==> src/hdl/microcoded_alu_sequencer_step_top_assert.svh <==
// Assertion macros for the microcoded ALU sequencer step top level.
// Included by the top level; depends on nothing else.
`ifndef MICROCODED_ALU_SEQUENCER_STEP_TOP_ASSERT_SVH
`define MICROCODED_ALU_SEQUENCER_STEP_TOP_ASSERT_SVH

// Same-cycle implication, disabled during reset.
`define MASQ_ASSERT_NOW(label, clk, rst, ante, cons, msg) \
  label: assert property (@(posedge clk) disable iff (rst) (ante) |-> (cons)) \
    else $error(msg);

// Next-cycle implication, disabled during reset.
`define MASQ_ASSERT_NEXT(label, clk, rst, ante, cons, msg) \
  label: assert property (@(posedge clk) disable iff (rst) (ante) |=> (cons)) \
    else $error(msg);

`endif

==> src/hdl/masq_pkg.sv <==
// Package for the microcoded ALU sequencer step: beat layouts, select codes
// and the 74181-style ALU functions. Depends on nothing.
`default_nettype none

package masq_pkg;

  localparam logic [2:0] REG_PCH = 3'd0;
  localparam logic [2:0] REG_PCL = 3'd1;
  localparam logic [2:0] REG_SPH = 3'd2;
  localparam logic [2:0] REG_SPL = 3'd3;
  localparam logic [2:0] REG_MARH = 3'd4;
  localparam logic [2:0] REG_MARL = 3'd5;
  localparam logic [2:0] REG_ACC = 3'd6;
  localparam logic [2:0] REG_SR = 3'd7;
  localparam int NUM_REGS = 8;

  localparam logic [3:0] BR_Z = 4'd0;
  localparam logic [3:0] BR_N = 4'd1;
  localparam logic [3:0] BR_C4 = 4'd2;
  localparam logic [3:0] BR_C8 = 4'd3;
  localparam logic [3:0] BR_MC = 4'd4;
  localparam logic [3:0] BR_NOT_Z = 4'd8;
  localparam logic [3:0] BR_NOT_N = 4'd9;
  localparam logic [3:0] BR_NOT_C4 = 4'd10;
  localparam logic [3:0] BR_NOT_C8 = 4'd11;
  localparam logic [3:0] BR_NOT_MC = 4'd12;
  localparam logic [3:0] BR_ALWAYS = 4'd13;

  localparam logic [1:0] ADDR_PC = 2'd0;
  localparam logic [1:0] ADDR_SP = 2'd1;
  localparam logic [1:0] ADDR_MAR = 2'd2;
  localparam logic [15:0] ADDR_ONES = 16'hffff;

  localparam logic [1:0] BSEL_CONST = 2'd1;
  localparam logic [1:0] BSEL_ONES = 2'd3;

  localparam logic [1:0] CIN_MICRO = 2'd0;
  localparam logic [1:0] CIN_SR3 = 2'd1;
  localparam logic [1:0] CIN_ONE = 2'd2;

  typedef enum logic [3:0] {
    AR_A, AR_A_OR_B, AR_A_OR_NB, AR_MINUS_ONE, AR_A_PLUS_A_NB, AR_OR_PLUS_A_NB,
    AR_A_MINUS_B, AR_A_NB_MINUS_ONE, AR_A_PLUS_AB, AR_A_PLUS_B, AR_ORNB_PLUS_AB,
    AR_AB_MINUS_ONE, AR_A_PLUS_A, AR_OR_PLUS_A, AR_ORNB_PLUS_A, AR_A_MINUS_ONE
  } alu_arith_t;

  typedef enum logic [3:0] {
    LG_NOT_A, LG_NOR, LG_NA_AND_B, LG_ZERO, LG_NAND, LG_NOT_B, LG_XOR, LG_A_AND_NB,
    LG_NA_OR_B, LG_XNOR, LG_B, LG_AND, LG_ONES, LG_A_OR_NB, LG_OR, LG_A
  } alu_logic_t;

  typedef struct packed {
    logic       pad;
    logic [2:0] register_index;
    logic       micro_carry;
    logic [7:0] data_in;
    logic [7:0] constant;
    logic [4:0] alu_function;
    logic       increment_pc;
    logic [1:0] carry_select;
    logic [2:0] a_select;
    logic [1:0] b_select;
    logic [1:0] address_select;
    logic [3:0] branch_select;
  } in_beat_t;

  typedef struct packed {
    logic        byte_carry_n;
    logic        nibble_carry_n;
    logic [7:0]  alu_result;
    logic [15:0] address_out;
    logic        branch_taken;
  } result_t;

  // Arithmetic half of the ALU, modulo 2^9; the complement of B covers all
  // nine bits so that carries match a wide two's complement computation.
  function automatic logic [8:0] alu_arith(input logic [3:0] fn, input logic [8:0] a,
                                           input logic [8:0] b, input logic c);
    logic [8:0] nb;
    logic [8:0] ci;
    logic [8:0] f;
    nb = ~b;
    ci = {8'd0, c};
    case (alu_arith_t'(fn))
      AR_A: f = a + 9'd1 - ci;
      AR_A_OR_B: f = (a | b) + 9'd1 - ci;
      AR_A_OR_NB: f = (a | nb) + 9'd1 - ci;
      AR_MINUS_ONE: f = 9'd0 - ci;
      AR_A_PLUS_A_NB: f = a + (a & nb) + 9'd1 - ci;
      AR_OR_PLUS_A_NB: f = (a | b) + (a & nb) + 9'd1 - ci;
      AR_A_MINUS_B: f = a - b - ci;
      AR_A_NB_MINUS_ONE: f = (a & nb) - ci;
      AR_A_PLUS_AB: f = a + (a & b) + 9'd1 - ci;
      AR_A_PLUS_B: f = a + b + 9'd1 - ci;
      AR_ORNB_PLUS_AB: f = (a | nb) + (a & b) + 9'd1 - ci;
      AR_AB_MINUS_ONE: f = (a & b) - ci;
      AR_A_PLUS_A: f = a + a + 9'd1 - ci;
      AR_OR_PLUS_A: f = (a | b) + a + 9'd1 - ci;
      AR_ORNB_PLUS_A: f = (a | nb) + a + 9'd1 - ci;
      default: f = a - ci;
    endcase
    return f;
  endfunction

  function automatic logic [7:0] alu_logic(input logic [3:0] fn, input logic [7:0] a,
                                           input logic [7:0] b);
    logic [7:0] f;
    case (alu_logic_t'(fn))
      LG_NOT_A: f = ~a;
      LG_NOR: f = ~(a | b);
      LG_NA_AND_B: f = ~a & b;
      LG_NAND: f = ~(a & b);
      LG_NOT_B: f = ~b;
      LG_XOR: f = a ^ b;
      LG_A_AND_NB: f = a & ~b;
      LG_NA_OR_B: f = ~a | b;
      LG_XNOR: f = ~(a ^ b);
      LG_B: f = b;
      LG_AND: f = a & b;
      LG_ONES: f = 8'hff;
      LG_A_OR_NB: f = a | ~b;
      LG_OR: f = a | b;
      LG_A: f = a;
      default: f = 8'h00;
    endcase
    return f;
  endfunction

endpackage

`default_nettype wire

==> src/hdl/microcoded_alu_sequencer_step_top.sv <==
// Top level of the microcoded ALU sequencer step: machine registers, branch
// condition, address mux, 74181-style ALU and a two-beat output buffer.
// Depends on masq_pkg and microcoded_alu_sequencer_step_top_assert.svh.
`default_nettype none

// Takes one beat per clock while s_tready is high and returns one result beat per
// input beat, in order, on the cycle after it is accepted at the earliest. A register write
// beat (s_tuser high) and a microword beat both complete at the accepting edge:
// the machine registers that they write update at that edge, so the next beat
// sees the new values. Two result beats can be held while m_tready is low;
// s_tready drops only once both are full. Reset clears all machine registers.
module microcoded_alu_sequencer_step_top (
  input  wire logic        clk,
  input  wire logic        rst,
  input  wire logic        s_tvalid,
  output logic             s_tready,
  // From bit 0: branch_select, address_select, b_select, a_select,
  // carry_select, increment_pc, alu_function, constant, data_in,
  // micro_carry, register_index, zero pad.
  input  wire logic [39:0] s_tdata,
  // Bit 0: op.
  input  wire logic        s_tuser,
  output logic             m_tvalid,
  input  wire logic        m_tready,
  // From bit 0: branch_taken, address_out, alu_result, nibble_carry_n,
  // byte_carry_n, zero pad.
  output logic [31:0]      m_tdata
);

`include "microcoded_alu_sequencer_step_top_assert.svh"

  masq_pkg::in_beat_t in_beat;
  masq_pkg::result_t  result;
  masq_pkg::result_t  out_data;
  masq_pkg::result_t  skid_data;
  logic               out_valid;
  logic               skid_valid;
  logic               accept;
  logic               take;
  logic [7:0]         regs [masq_pkg::NUM_REGS];
  logic [7:0]         sr;
  logic [7:0]         a_op;
  logic [7:0]         b_op;
  logic               cin;
  logic               taken;
  logic [15:0]        addr;
  logic [15:0]        pc_inc;
  logic [8:0]         full_sum;
  logic [8:0]         nib_sum;
  logic               is_sub;
  logic [7:0]         f;
  logic               c4;
  logic               c8;

  assign in_beat = masq_pkg::in_beat_t'(s_tdata);
  assign s_tready = !skid_valid;
  assign accept = s_tvalid && s_tready;
  assign take = m_tvalid && m_tready;
  assign m_tvalid = out_valid;
  assign m_tdata = {5'd0, out_data};

  assign sr = regs[masq_pkg::REG_SR];
  assign a_op = regs[in_beat.a_select];
  assign pc_inc = {regs[masq_pkg::REG_PCH], regs[masq_pkg::REG_PCL]} + 16'd1;

  always_comb begin
    case (in_beat.branch_select)
      masq_pkg::BR_Z: taken = sr[0];
      masq_pkg::BR_N: taken = sr[1];
      masq_pkg::BR_C4: taken = sr[2];
      masq_pkg::BR_C8: taken = sr[3];
      masq_pkg::BR_MC: taken = in_beat.micro_carry;
      masq_pkg::BR_NOT_Z: taken = !sr[0];
      masq_pkg::BR_NOT_N: taken = !sr[1];
      masq_pkg::BR_NOT_C4: taken = !sr[2];
      masq_pkg::BR_NOT_C8: taken = !sr[3];
      masq_pkg::BR_NOT_MC: taken = !in_beat.micro_carry;
      masq_pkg::BR_ALWAYS: taken = 1'b1;
      default: taken = 1'b0;
    endcase

    case (in_beat.address_select)
      masq_pkg::ADDR_PC: addr = {regs[masq_pkg::REG_PCH], regs[masq_pkg::REG_PCL]};
      masq_pkg::ADDR_SP: addr = {regs[masq_pkg::REG_SPH], regs[masq_pkg::REG_SPL]};
      masq_pkg::ADDR_MAR: addr = {regs[masq_pkg::REG_MARH], regs[masq_pkg::REG_MARL]};
      default: addr = masq_pkg::ADDR_ONES;
    endcase

    case (in_beat.b_select)
      masq_pkg::BSEL_CONST: b_op = in_beat.constant;
      masq_pkg::BSEL_ONES: b_op = 8'hff;
      default: b_op = in_beat.data_in;
    endcase

    case (in_beat.carry_select)
      masq_pkg::CIN_MICRO: cin = in_beat.micro_carry;
      masq_pkg::CIN_SR3: cin = sr[3];
      masq_pkg::CIN_ONE: cin = 1'b1;
      default: cin = 1'b0;
    endcase

    full_sum = masq_pkg::alu_arith(in_beat.alu_function[3:0], {1'b0, a_op},
                                   {1'b0, b_op}, cin);
    nib_sum = masq_pkg::alu_arith(in_beat.alu_function[3:0], {5'd0, a_op[3:0]},
                                  {5'd0, b_op[3:0]}, cin);
    is_sub = (in_beat.alu_function[3:0] == masq_pkg::AR_A_MINUS_B) ||
             (in_beat.alu_function[3:0] == masq_pkg::AR_A_NB_MINUS_ONE) ||
             (in_beat.alu_function[3:0] == masq_pkg::AR_AB_MINUS_ONE) ||
             (in_beat.alu_function[3:0] == masq_pkg::AR_A_MINUS_ONE);

    if (in_beat.alu_function[4]) begin
      f = masq_pkg::alu_logic(in_beat.alu_function[3:0], a_op, b_op);
      c4 = 1'b1;
      c8 = 1'b1;
    end else begin
      f = full_sum[7:0];
      c4 = is_sub ? nib_sum[4] : !nib_sum[4];
      c8 = is_sub ? full_sum[8] : !full_sum[8];
    end

    if (s_tuser) begin
      result.branch_taken = 1'b0;
      result.address_out = 16'd0;
      result.alu_result = 8'd0;
      result.nibble_carry_n = 1'b1;
      result.byte_carry_n = 1'b1;
    end else begin
      result.branch_taken = taken;
      result.address_out = addr;
      result.alu_result = f;
      result.nibble_carry_n = c4;
      result.byte_carry_n = c8;
    end
  end

  always_ff @(posedge clk) begin
    if (rst) begin
      for (int i = 0; i < masq_pkg::NUM_REGS; i++) begin
        regs[i] <= 8'd0;
      end
    end else if (accept) begin
      if (s_tuser) begin
        regs[in_beat.register_index] <= in_beat.data_in;
      end else if (in_beat.increment_pc) begin
        regs[masq_pkg::REG_PCH] <= pc_inc[15:8];
        regs[masq_pkg::REG_PCL] <= pc_inc[7:0];
      end
    end
  end

  always_ff @(posedge clk) begin
    if (rst) begin
      out_valid <= 1'b0;
      skid_valid <= 1'b0;
    end else if (take || !out_valid) begin
      if (skid_valid) begin
        out_data <= skid_data;
        out_valid <= 1'b1;
        skid_valid <= 1'b0;
      end else begin
        out_data <= result;
        out_valid <= accept;
      end
    end else if (accept) begin
      skid_data <= result;
      skid_valid <= 1'b1;
    end
  end

  `MASQ_ASSERT_NOW(a_skid_needs_out, clk, rst, skid_valid, out_valid,
                   "Skid beat held while output register is empty.")
  `MASQ_ASSERT_NEXT(a_reg_write, clk, rst, accept && s_tuser,
                    regs[$past(in_beat.register_index)] == $past(in_beat.data_in),
                    "Register write beat did not update the machine register.")
  `MASQ_ASSERT_NEXT(a_pc_increment, clk, rst, accept && !s_tuser && in_beat.increment_pc,
                    {regs[masq_pkg::REG_PCH], regs[masq_pkg::REG_PCL]} == $past(pc_inc),
                    "Program counter did not increment.")

endmodule

`default_nettype wire

==> config.mk <==
export PLATFORM = sky130hd
export DESIGN_NAME = microcoded_alu_sequencer_step_top
export DESIGN_NICKNAME = d
export VERILOG_FILES = /design/src/hdl/masq_pkg.sv /design/src/hdl/microcoded_alu_sequencer_step_top.sv
export VERILOG_INCLUDE_DIRS = /design/src /design/src/hdl
export SDC_FILE = /design/constraint.sdc
export NUM_CORES = 1
export LEC_CHECK = 0
export BUFFER_PORTS_ARGS = -buffer_cell sky130_fd_sc_hd__buf_2
export CAP_MARGIN = 30
export CORE_ASPECT_RATIO = 1.75
export CORE_MARGIN = 3
export CORE_UTILIZATION = 60
export DETAILED_ROUTE_END_ITERATION = 12
export PLACE_DENSITY = 0.85
export SETUP_SLACK_MARGIN = 0.5
export SLEW_MARGIN = 20
export SYNTH_ARGS = -nofsm -noshare
export SYNTH_HDL_FRONTEND = slang
export SYNTH_SLANG_ARGS = --single-unit
==> constraint.sdc <==
create_clock -name clk -period 14 [get_ports clk]
set_input_delay 0 -clock clk [delete_from_list [all_inputs] [get_ports clk]]
set_output_delay 0 -clock clk [all_outputs]
set_load 0.005 [all_outputs]
### Word-level counts from Yosys, hierarchy flattened

Memory sizes are Yosys's and may differ from the RTL's.
Cells that the tools add are included.

* eq/ne operators: 31
* bitwise gates (word level): 26
* mux-type cells: 31
* add/sub/neg operators: 72
* reductions and logical operators: 23

Operators with widths (number)
* $pmux 9 s15: 1
* $pmux 8 s15: 1
* $sub 9x1->9: 13
* $add 9x1->9 const B: 10
* $pmux 5 s15: 1
* $sub 5x1->5: 12
* $eq 4x4->1 const B: 14
* $mux 27: 2
* $pmux 16 s3: 1
* $add 5x1->5 const B: 9
* $not 8->8: 5
* $and 8x8->8: 4
* $mux 8: 4
* $or 8x8->8: 4
* $add 8x8->9: 3
* $add 4x4->5: 4
* $eq 4x3->1 const B: 5
* $add 8x9->9: 2
* $add 9x9->9: 2
* $sub 8x1->9: 2
* $mux 1: 17
* $add 16x1->16 const B: 1
* $eq 4x2->1 const B: 4
* $pmux 8 s2: 1
* other kinds (36): 61

* bits in writable memories: 64
* logic and storage cells: 196
* memories kept: 1
* input port bits: 45
* register bits: 56
* output and inout port bits: 34

Memory list
* regs: words 8, bits a word 8, read ports 8, clocked after Yosys merged registers in 0, write ports 8, line microcoded_alu_sequencer_step_top.sv:40 `logic [7:0] regs [masq_pkg::NUM_REGS];`

### Depth between registers and ports, before layout

Gate-level depths: netlist (run 1).

* depth in word-level cells: 13
* gate-level depth with buffers: 19
* mapped depth without buffers: 18

### Worst setup path before layout (run 1)

Ideal clock, no wire load.

* path kind: reg-to-reg
* start: memory regs[0][0]
* end: register out_data (netlist bit m_tdata[23]) (data pin)
* library setup time: 260 ps
* arrival: 4395 ps
* period minus slack after synthesis: 4655 ps
* setup slack: 9345 ps
* required time: 13740 ps
* path buffers: 0
* cell stages (with the launch flop): 16
* path through: edfxtp_1 mux4_2 mux2i_4 ha_1 inv_1 fa_1 fa_1 nand2b_1 a21boi_1 or3_1 a21oi_1 or4_1 nor4_1 nand4_1 a22o_1 mux2_2

RTL lines
* start: declaration: line microcoded_alu_sequencer_step_top.sv:40
* end signal: assignment: line microcoded_alu_sequencer_step_top.sv:157 `out_data <= skid_data;`
* end signal: assignment: line microcoded_alu_sequencer_step_top.sv:161 `out_data <= result;`
* end: declaration: line microcoded_alu_sequencer_step_top.sv:34 `masq_pkg::result_t out_data;`

==> results of run 1 <==
## tightest hold or removal path, cell delays in order
cell     delay, ns
buf_2         0.22
nand2_1       0.07
o21ai_0       0.07
## cell usage after synthesis (4+ instances only)
cell type  count  share of area (%)
o22ai_1       30                1.5
nor3b_1        5               0.30
a21o_1        17                1.0
nor2b_1       29                1.5
a31oi_1       19               0.96
ha_1         127                 13
o31ai_1        8               0.49
or3_1          7               0.35
a211oi_1      42                2.5
nor3_1        34                1.4
o21a_1        11               0.67
edfxtp_1     118                 29
a2111oi_0      7               0.50
o21ai_1        4               0.16
xor2_1        49                3.5
o2111ai_1      6               0.42
clkinv_1       4               0.12
a22oi_1       15               0.91
buf_4          7               0.42
xnor2_1       51                3.6
a32oi_1        5               0.35
and2_1        53                2.7
and3_1         8               0.40
fa_1          12                1.9
inv_1         76                2.3
o31a_1         4               0.28
or2_2          9               0.46
o21ai_0       63                2.5
o211ai_1      10               0.61
nand2b_1      28                1.4
a221oi_1      10               0.71
mux4_2        19                3.5
a21oi_1       68                2.8
mux2_2        24                2.2
o221ai_1      11               0.78
nor4_1         7               0.35
nand2_1       93                2.8
mux2i_1       15                1.2
o21bai_1      10               0.61
clkbuf_1      42                1.3
nor2_1       109                3.3
nand3_1       14               0.57
## path summary, 6_finish.rpt
kind                 end          start  slack, ns
max          m_tdata[23]     regs[0][0]       7.90
min           regs[1][0]    s_tdata[27]       0.02
max reg2reg  m_tdata[23]     regs[0][0]       7.90
min reg2reg  m_tdata[24]  skid_data[24]       0.52
## stage by stage
stage	utilization, %	total power (uW)	worst slack (ns)
floorplan	-	913	9.35
CTS	68.5	1590	8.10
finish	68.7	1620	7.90
global route	68.7	1680	7.80
global placement	64.7	1090	8.22
detailed placement	64.8	1100	8.11
## state kept, by name, indices dropped and copies added, names as in the netlist
name        flops
m_tdata        27
m_tvalid        1
regs           64
skid_data      27
skid_valid      1
## cells by family (layout without fill, tap and decap cells)
| kind of cell | after synthesis | after routing |
|---|---|---|
| adders and majority gates | 139 | 139 |
| muxes | 62 | 62 |
| other | 1 | 5 |
| buffers and inverters | 135 | 213 |
| and+or+nand+nor | 418 | 418 |
| DFF | 120 | 120 |
| xor gates and xnor gates | 100 | 100 |
| AOI/OAI and AO/OA | 369 | 369 |
## per-layer routing
metal,share of wire (%),GRT usage [%]
met4,12,38.0
met5,0,0
met3,7.0,6.67
met2,49,71.5
met1,32,41.4
## cell type report
| cell class | count | area share, % |
|---|---|---|
| timing repair buffer | 97 | 4.28 |
| clock buffer | 27 | 4.68 |
| sequential | 120 | 26.1 |
| inverter | 83 | 2.27 |
| clock inverter | 6 | 0.191 |
| multi-input combinational | 1093 | 60.2 |
| tap | 245 | 2.23 |
## what timing repair did
action / CTS / global route
hold buffers: 7 / 0
endpoints found under the setup margin: 0 / 0
endpoints found under the hold margin: 6 / 0
## power breakdown
part	total (uW)	switching [uW]	internal, uW
Clock	485	164	321
Sequential	433	13.0	420
Combinational	699	431	268
==> flow_summary.ini, run 1 <==
[synthesis]
syn_inst = 1344
yosys-mux-area-fraction_pct = 7.45
ys_warn_count = 0
synth-xor-area-share_pct = 7.08
async_flop_share_pct = 0
synth_compound_area_share_pct = 20.2
synthSimpleGateAreaFrac_pct = 17.1
syn_area_um2 = 12400
synth-seq-area-share_pct = 29.0
synth_edf_count = 118
synth_top_family_by_area = compound AO/OA/AOI/OAI gates
synth_seq_cells = 120
synth.distinct_cells = 82
synth_ff_type = edfxtp_1
avgSynthCellArea_um2 = 9.21
synth_fa_ha_area_share_pct = 14.8

[outcome]
status = finished clean

[sta]
relSlewSlack_pct = 27.1
worstMarginPinSlew_ns = 1.09
grt_setup_unrepaired = false
period_share_pct = 43.6
finalClockSkew_ns = 0.0197
holdWs_ns = 0.0191
finalCriticalPeriod_ns = 6.10
setup_viol_count_final = 0
drv_slew = 0
fmax_mhz = 164
finalHoldViolations = 0
fin_setup_tns_ns = 0

[clock_network]
ctsHtreeMaxLevel = 4
cts_num_sinks = 120
path_clk_slew_ns = 0.06
cts_tree = built
cts_max_path_buffers = 3
postCtsSetupRepairBufs = 0
root_buffer = clkbuf_16
cts_resized = 0
clkLatencyLatePin_ns = 0.47
cts_made_buffers = 25

[power]
p_per_area_nw_per_um2 = 118
vdd_drop_max_uv = 168
leakage_uw = 0.00547

[job]
drv_cap = 0

[drt]
ant_nets = 0
vias_per_cell = 7.04
drt_iter0_markers = 1474
wl_per_cell_um = 28.1
routed_wl_um = 47000
vias = 11770
drc = 0
firstDrtPassIters = 6

[worst_setup_path]
cp_slowest_stage_delay_ns = 0.63
cp.required_ns = 14.21
start_kind = flop
cp-end-kind = flop
cp_common_cell = inv_1
cp.depth = 17
worst-path-max-fanout = 16
rr_worst_depth = 17
crit_path_cell_trace = mux4_2, mux2i_4, inv_1, ha_1, inv_1, fa_1, inv_1, fa_1, nand2b_1, a21oi_1, o21ai_0, xnor2_1, o22ai_1, nor4_1, nand4_1, a22o_1, mux2_2
worst-setup-path-type = reg -> reg
path_buf_inv = 3
crit_slowest_cell = mux2i_4
path_delay_family = multiplexers
arrival_ns = 6.31

[grt]
grt_pass1_wl_um = 69700
overflow = 0
track_usage_pct = 41.5
grt_max_degree = 48
antenna_found_initial = 0
grt_pass1_vias = 11893

[layout]
num_antenna_cells = 0
drive_above_1_share_pct = 13.4
stdcell_count = 1671
final_cell_mix = ha_1 (127), edfxtp_1 (118), nor2_1 (109)
multi_input_area_um2 = 8270
layout_commonest_cell = ha_1
fill_cells = 1552
regArea_um2 = 3580
final_nets = 1604
stdcell_area_um2 = 13700
syn2layout_area_growth_pct = 11.0

[floorplan]
die_y_um = 196
die_area_um2 = 22400
core.rowCount = 68
die_w_um = 115
num_io_pins = 79
core_area_um2 = 20000
start_util_pct = 61.9

[placed_design]
dpl-instance-area_um2 = 13000
port_buffers = 72
place_congestion = 1.06
place_hpwl_um = 35600
dp.cells = 1628

[min_path]
hold_class = in -> reg
worstHoldPathCells = 3
No activity file was read; power rests on OpenSTA's default activity.
==> run 2: changes to the inputs <==
Settings changed: ABC_AREA set to 1.
Clock period 14 ns to 6.35 ns, I/O delays scaled along.
==> run 2 against run 1 <==
Clock skew rose by 0.010 ns. First-iteration DRC count rose by 43%. Highest routed layer is now met5. Flip-flop and latch count did not move.
==> flow_summary.ini, run 2 <==
[layout]
stdcell_count = 2163
syn2layout_area_growth_pct = 10.3
final_nets = 2092
final_cell_mix = nand2_1 (477), inv_1 (230), nor2_1 (188)
regMostFlops = regs
largest_register_ffs = 64
layout_commonest_cell = nand2_1
drive_above_1_share_pct = 8.15

[synthesis]
yosys-top-cells-count = nand2_1 (477), inv_1 (230), nor2_1 (190)
async_flop_share_pct = 0
synth_seq_cells = 120
yosys.area.top_type = edfxtp_1
synth_ff_type = edfxtp_1
synth.distinct_cells = 53
synth.most_common_cell = nand2_1
syn_inst = 1821
synth_edf_count = 118
synth-seq-area-share_pct = 28.3
yosysTopAreaCellShare_pct = 28.0
syn_area_um2 = 12600
synth_area_leaders = edfxtp_1 (28%), nand2_1 (14%), ha_1 (13%)
avgSynthCellArea_um2 = 6.94
ys_warn_count = 0

[sta]
finalClockSkew_ns = 0.0297
worstMarginPinSlew_ns = 1.01
grt_setup_unrepaired = false
setup_viol_count_final = 0
fmax_mhz = 194
relSlewSlack_pct = 32.6
drv_slew = 0
finalHoldViolations = 0
finalCriticalPeriod_ns = 5.14
fin_setup_tns_ns = 0
period_share_pct = 81.0

[worst_setup_path]
r2r_slack_ns = 1.21
worst-path-max-fanout = 19
crit_slowest_cell = nor3_1
worst-setup-path-type = reg -> reg
timing.rr.end = m_tdata[26]
crit_path_cell_trace = inv_1, o21ai_0, nand2_1, o211ai_2, nand2_2, inv_2, ha_1, fa_1, nor2_1, o21ai_0, and2_1, o21ai_0, nand3_1, nand3_1, nor3_1, nand4_1, nand2_2, nand2_1, nand2_1
path_delay_family = simple AND/OR/NAND/NOR gates
path_buf_inv = 2
cp-end-kind = flop
arrival_ns = 5.49
r2r_start = regs[0][1]
start_kind = flop
cp.required_ns = 6.69
cp_slowest_stage_delay_ns = 0.79
rr_worst_depth = 19

[grt]
overflow = 0
use_met3_pct = 15.9
grt_max_degree = 46
use_met2_pct = 79.7
grt.met1_usage_pct = 45.0
grt_busiest_layer = met2
antenna_found_initial = 1
grt_pass1_wl_um = 82100
grt_pass1_vias = 13903
track_usage_pct = 48.9

[drt]
wl_per_cell_um = 25.6
routed_wl_um = 55500
vias_per_cell = 6.53
drc = 0
firstDrtPassIters = 7
vias = 14120
drt_iter0_markers = 2106
ant_nets = 0

[placed_design]
dp.cells = 2124
place_hpwl_um = 41700
port_buffers = 72
place_congestion = 1.12

[power]
vdd_drop_max_uv = 155
p_per_area_nw_per_um2 = 242
leakage_uw = 0.00670

[clock_network]
root_buffer = clkbuf_16
ctsHtreeMaxLevel = 4
cts_max_path_buffers = 3
cts_tree = built
cts_made_buffers = 25
cts_resized = 0
cts_num_sinks = 120
clkLatencyLatePin_ns = 0.47
path_clk_slew_ns = 0.06

[floorplan]
die_y_um = 198
core_area_um2 = 20500
die_w_um = 116
die_area_um2 = 22900
num_io_pins = 79
start_util_pct = 61.5
core.rowCount = 69

[outcome]
status = finished clean

[min_path]
worstHoldPathCells = 3
hold_class = in -> reg
hold_path.startpoint = s_tdata[28]
hold_path_end = regs[2][1]

[job]
drv_cap = 0
## run 2: kinds of logic after synthesis
group | synth area share [%]
xor+xnor | 1.66
buf+inv | 9.01
fa+ha+maj | 14.5
flops | 28.3
simple gates | 30.9
compound gates | 15.6
other cells | 0.0297
## run 2: worst max-delay path by stage
stage	start	end	slack, ns	cells past startpoint
after floorplan	regs[0][0]	skid_data[21]	2.82	22
after global placement	s_tdata[9]	m_tdata[25]	1.63	22
after detailed placement	s_tdata[9]	m_tdata[25]	1.59	22
after CTS	regs[1][4]	m_tdata[26]	1.72	21
after global routing	regs[4][4]	m_tdata[24]	1.04	21
final	regs[0][1]	m_tdata[26]	1.21	19
## run 2: routing by layer
layer / share of wire (%) / vias up / routed length, um
li1: - / 6309 / -
met1: 30 / 6284 / 16400
met2: 47 / 1089 / 25900
met3: 9.7 / 436 / 5370
met4: 14 / 2 / 7800
met5: 0.041 / - / 23
## run 2: layout make-up
class / count / area (um2)
Fill cell: 1799 / 6600
Tap cell: 248 / 310
Timing Repair Buffer: 93 / 531
Clock inverter: 7 / 30.0
Sequential cell: 120 / 3580
Inverter: 243 / 915
Multi-Input combinational cell: 1425 / 7950
Antenna cell: 1 / 2.50
Clock buffer: 26 / 629
## run 2: power by group
part | switching, uW | leakage [uW] | total (uW) | internal, uW
combinational | 951 | 0.00519 | 1370 | 423
sequential | 22.9 | 0.00118 | 943 | 920
clock | 365 | 0.000327 | 1060 | 696
## run 2: worst min-delay path, stage by stage
cell    delay [ns]
buf_2         0.10
inv_1         0.17
nor2_1        0.14
## run 2: timing repair
item                                   4_1_cts  5_1_grt
buffers inserted                             0        0
hold buffers                                 5        0
endpoints found under the hold margin        4        0
## run 2: per-stage QoR
stage	setup WS (ns)	hold slack [ns]	total power (uW)	utilization, %	cell area, um2
after CTS	1.72	0.0748	3290	67.8	13900
after global placement	1.63	0.249	2220	64.4	13200
after detailed placement	1.59	0.297	2250	64.4	13200
after floorplan	2.82	0.113	1840	-	12700
final	1.21	0.0866	3380	67.9	13900
after global routing	1.04	0.0871	3530	67.9	13900
==> run 3: changes to the inputs <==
Settings changed: ABC_AREA 1 to 0.
Clock period 6.35 ns to 4.9 ns, I/O delays scaled along.
==> run 3 against run 2 <==
Non-clock buffer count increased by 97. Clock-buffer cell count increased by 1. Critical path depth shrank 4. Clock skew is 0.018 ns lower. Hold slack worse by 0.049 ns. Critical path type unchanged. Utilization grew 5.8 points. Maximum frequency up 10%. Critical endpoint is now m_tdata[24]. Cell area rose by 5.6%. Setup slack got worse by 0.96 ns. Die area decreased by 2.1%.
==> flow_summary.ini, run 3 (same netlist as run 1, synthesis figures left out) <==
[grt]
grt_pass1_vias = 12328
use_met3_pct = 8.21
overflow = 0
grt_busiest_layer = met2
grt_max_degree = 48
grt.met1_usage_pct = 44.3
use_met2_pct = 72.5
track_usage_pct = 43.4
grt_pass1_wl_um = 73100
antenna_found_initial = 1

[power]
p_seq_share_pct = 25.2
vdd_drop_max_uv = 419
power_frac_clock_pct = 28.1
p_switching_uw = 1850
p_per_area_nw_per_um2 = 331
internal-power_uw = 3030
sw_frac_of_total_pct = 37.8
leakage_uw = 0.00594
fin_total_pwr_uw = 4880
pwr-share-comb_pct = 46.6

[sta]
period_share_pct = 95.1
finalClockSkew_ns = 0.0113
holdWs_ns = 0.0381
finalCriticalPeriod_ns = 4.66
setup_viol_count_final = 0
finalHoldViolations = 0
fmax_mhz = 215
grt_setup_unrepaired = true
worstMarginPinSlew_ns = 0.965
drv_slew = 0
fin_setup_tns_ns = 0
relSlewSlack_pct = 34.0

[layout]
stdcell_area_um2 = 14700
fill_cells = 1433
regMostFlops = regs
layout_commonest_cell = ha_1
multi_input_area_um2 = 8570
final_nets = 1697
syn2layout_area_growth_pct = 19.0
stdcell_count = 1764
regArea_um2 = 3580
num_antenna_cells = 0
drive_above_1_share_pct = 22.1
largest_register_ffs = 64
final_cell_mix = ha_1 (120), edfxtp_1 (118), nor2_1 (109)

[worst_setup_path]
r2r_slack_ns = 0.24
arrival_ns = 4.93
worst-setup-path-type = reg -> reg
cp.required_ns = 5.17
rr_worst_depth = 15
start_kind = flop
cp-end-kind = flop
worst-path-max-fanout = 8
r2r_start = regs[0][3]
timing.rr.end = m_tdata[24]

[floorplan]
die_y_um = 196
start_util_pct = 61.9
die_w_um = 115
core_area_um2 = 20000
die_area_um2 = 22400
core.rowCount = 68
num_io_pins = 79

[placed_design]
dpl-instance-area_um2 = 13500
dp.cells = 1700
place_hpwl_um = 36500
place_congestion = 1.08
port_buffers = 72

[clock_network]
cts_made_buffers = 25
ctsHtreeMaxLevel = 4
root_buffer = clkbuf_16
path_clk_slew_ns = 0.05
clkLatencyLatePin_ns = 0.46
cts_tree = built
cts_max_path_buffers = 3
cts_num_sinks = 120

[drt]
drt_iter0_markers = 1864
routed_wl_um = 50200
vias_per_cell = 7.12
vias = 12561
firstDrtPassIters = 6
wl_per_cell_um = 28.5
ant_nets = 0
drc = 0

[job]
drv_cap = 0

[min_path]
hold_class = in -> reg
hold_path_end = regs[1][5]
hold_path.startpoint = s_tdata[32]
worstHoldPathCells = 3

[outcome]
status = finished clean
## run 3: worst max path at each step
stage,endpoint,slack [ns],cells past startpoint,from
2_1_floorplan,m_tdata[23],0.52,15,regs[0][0]
3_3_place_gp,m_tdata[24],0.24,17,regs[7][0]
3_5_place_dp,m_tdata[24],0.15,17,regs[7][0]
4_1_cts,m_tdata[24],0.36,19,regs[7][0]
5_1_grt,m_tdata[24],0.15,15,regs[0][3]
6_report,m_tdata[24],0.24,15,regs[0][3]
## run 3: routing by layer
layer  up-vias  wire (um)
met1      5776      15000
met2      1071      24000
met3       401       4810
li1       5311          -
met5         -         13
met4         2       6410
## run 3: power by group through the flow
stage          clock (uW)  combinational (uW)  sequential, uW
4_1_cts              1370                2070            1230
3_3_place_gp            0                1980            1240
6_report             1370                2270            1230
3_5_place_dp            0                2010            1250
2_1_floorplan           0                1370            1240
5_1_grt              1420                2410            1230
## run 3: cell type report
cell class | instances | share of cell area (%)
clock buffers | 27 | 4.30
clock inverters | 6 | 0.170
inverters | 83 | 2.14
multi-input cells | 1093 | 58.2
flip-flops and latches | 120 | 24.3
well taps | 245 | 2.08
repair buffers | 190 | 8.79
## run 3: per-stage QoR
stage / util [%] / setup WS [ns]
after floorplan: - / 0.523
after global placement: 67.6 / 0.244
after detailed placement: 67.7 / 0.149
after CTS: 72.0 / 0.364
after global routing: 73.7 / 0.147
final: 73.7 / 0.242
## run 3: what timing repair did
| action | in CTS | in global routing |
|---|---|---|
| pin swaps | 5 | 15 |
| setup buffers | 8 | 13 |
| hold buffers | 9 | 0 |
| resized for setup | 16 | 44 |
| hold endpoints to repair | 16 | 0 |
| endpoints found under the setup margin | 11 | 14 |
## run 3: worst max-delay path: stages (launching register included)
cell and delay, ns:
edfxtp_1 0.41, mux4_2 0.63, mux2i_4 0.30, ha_2 0.29
clkinvlp_4 0.22, ha_1 0.38, o21bai_1 0.37, a21oi_1 0.19
or4b_2 0.66, a21oi_1 0.17, a21oi_1 0.09, nand4b_1 0.15
a2111o_1 0.14, a2111oi_4 0.06, buf_4 0.16, o31ai_1 0.24
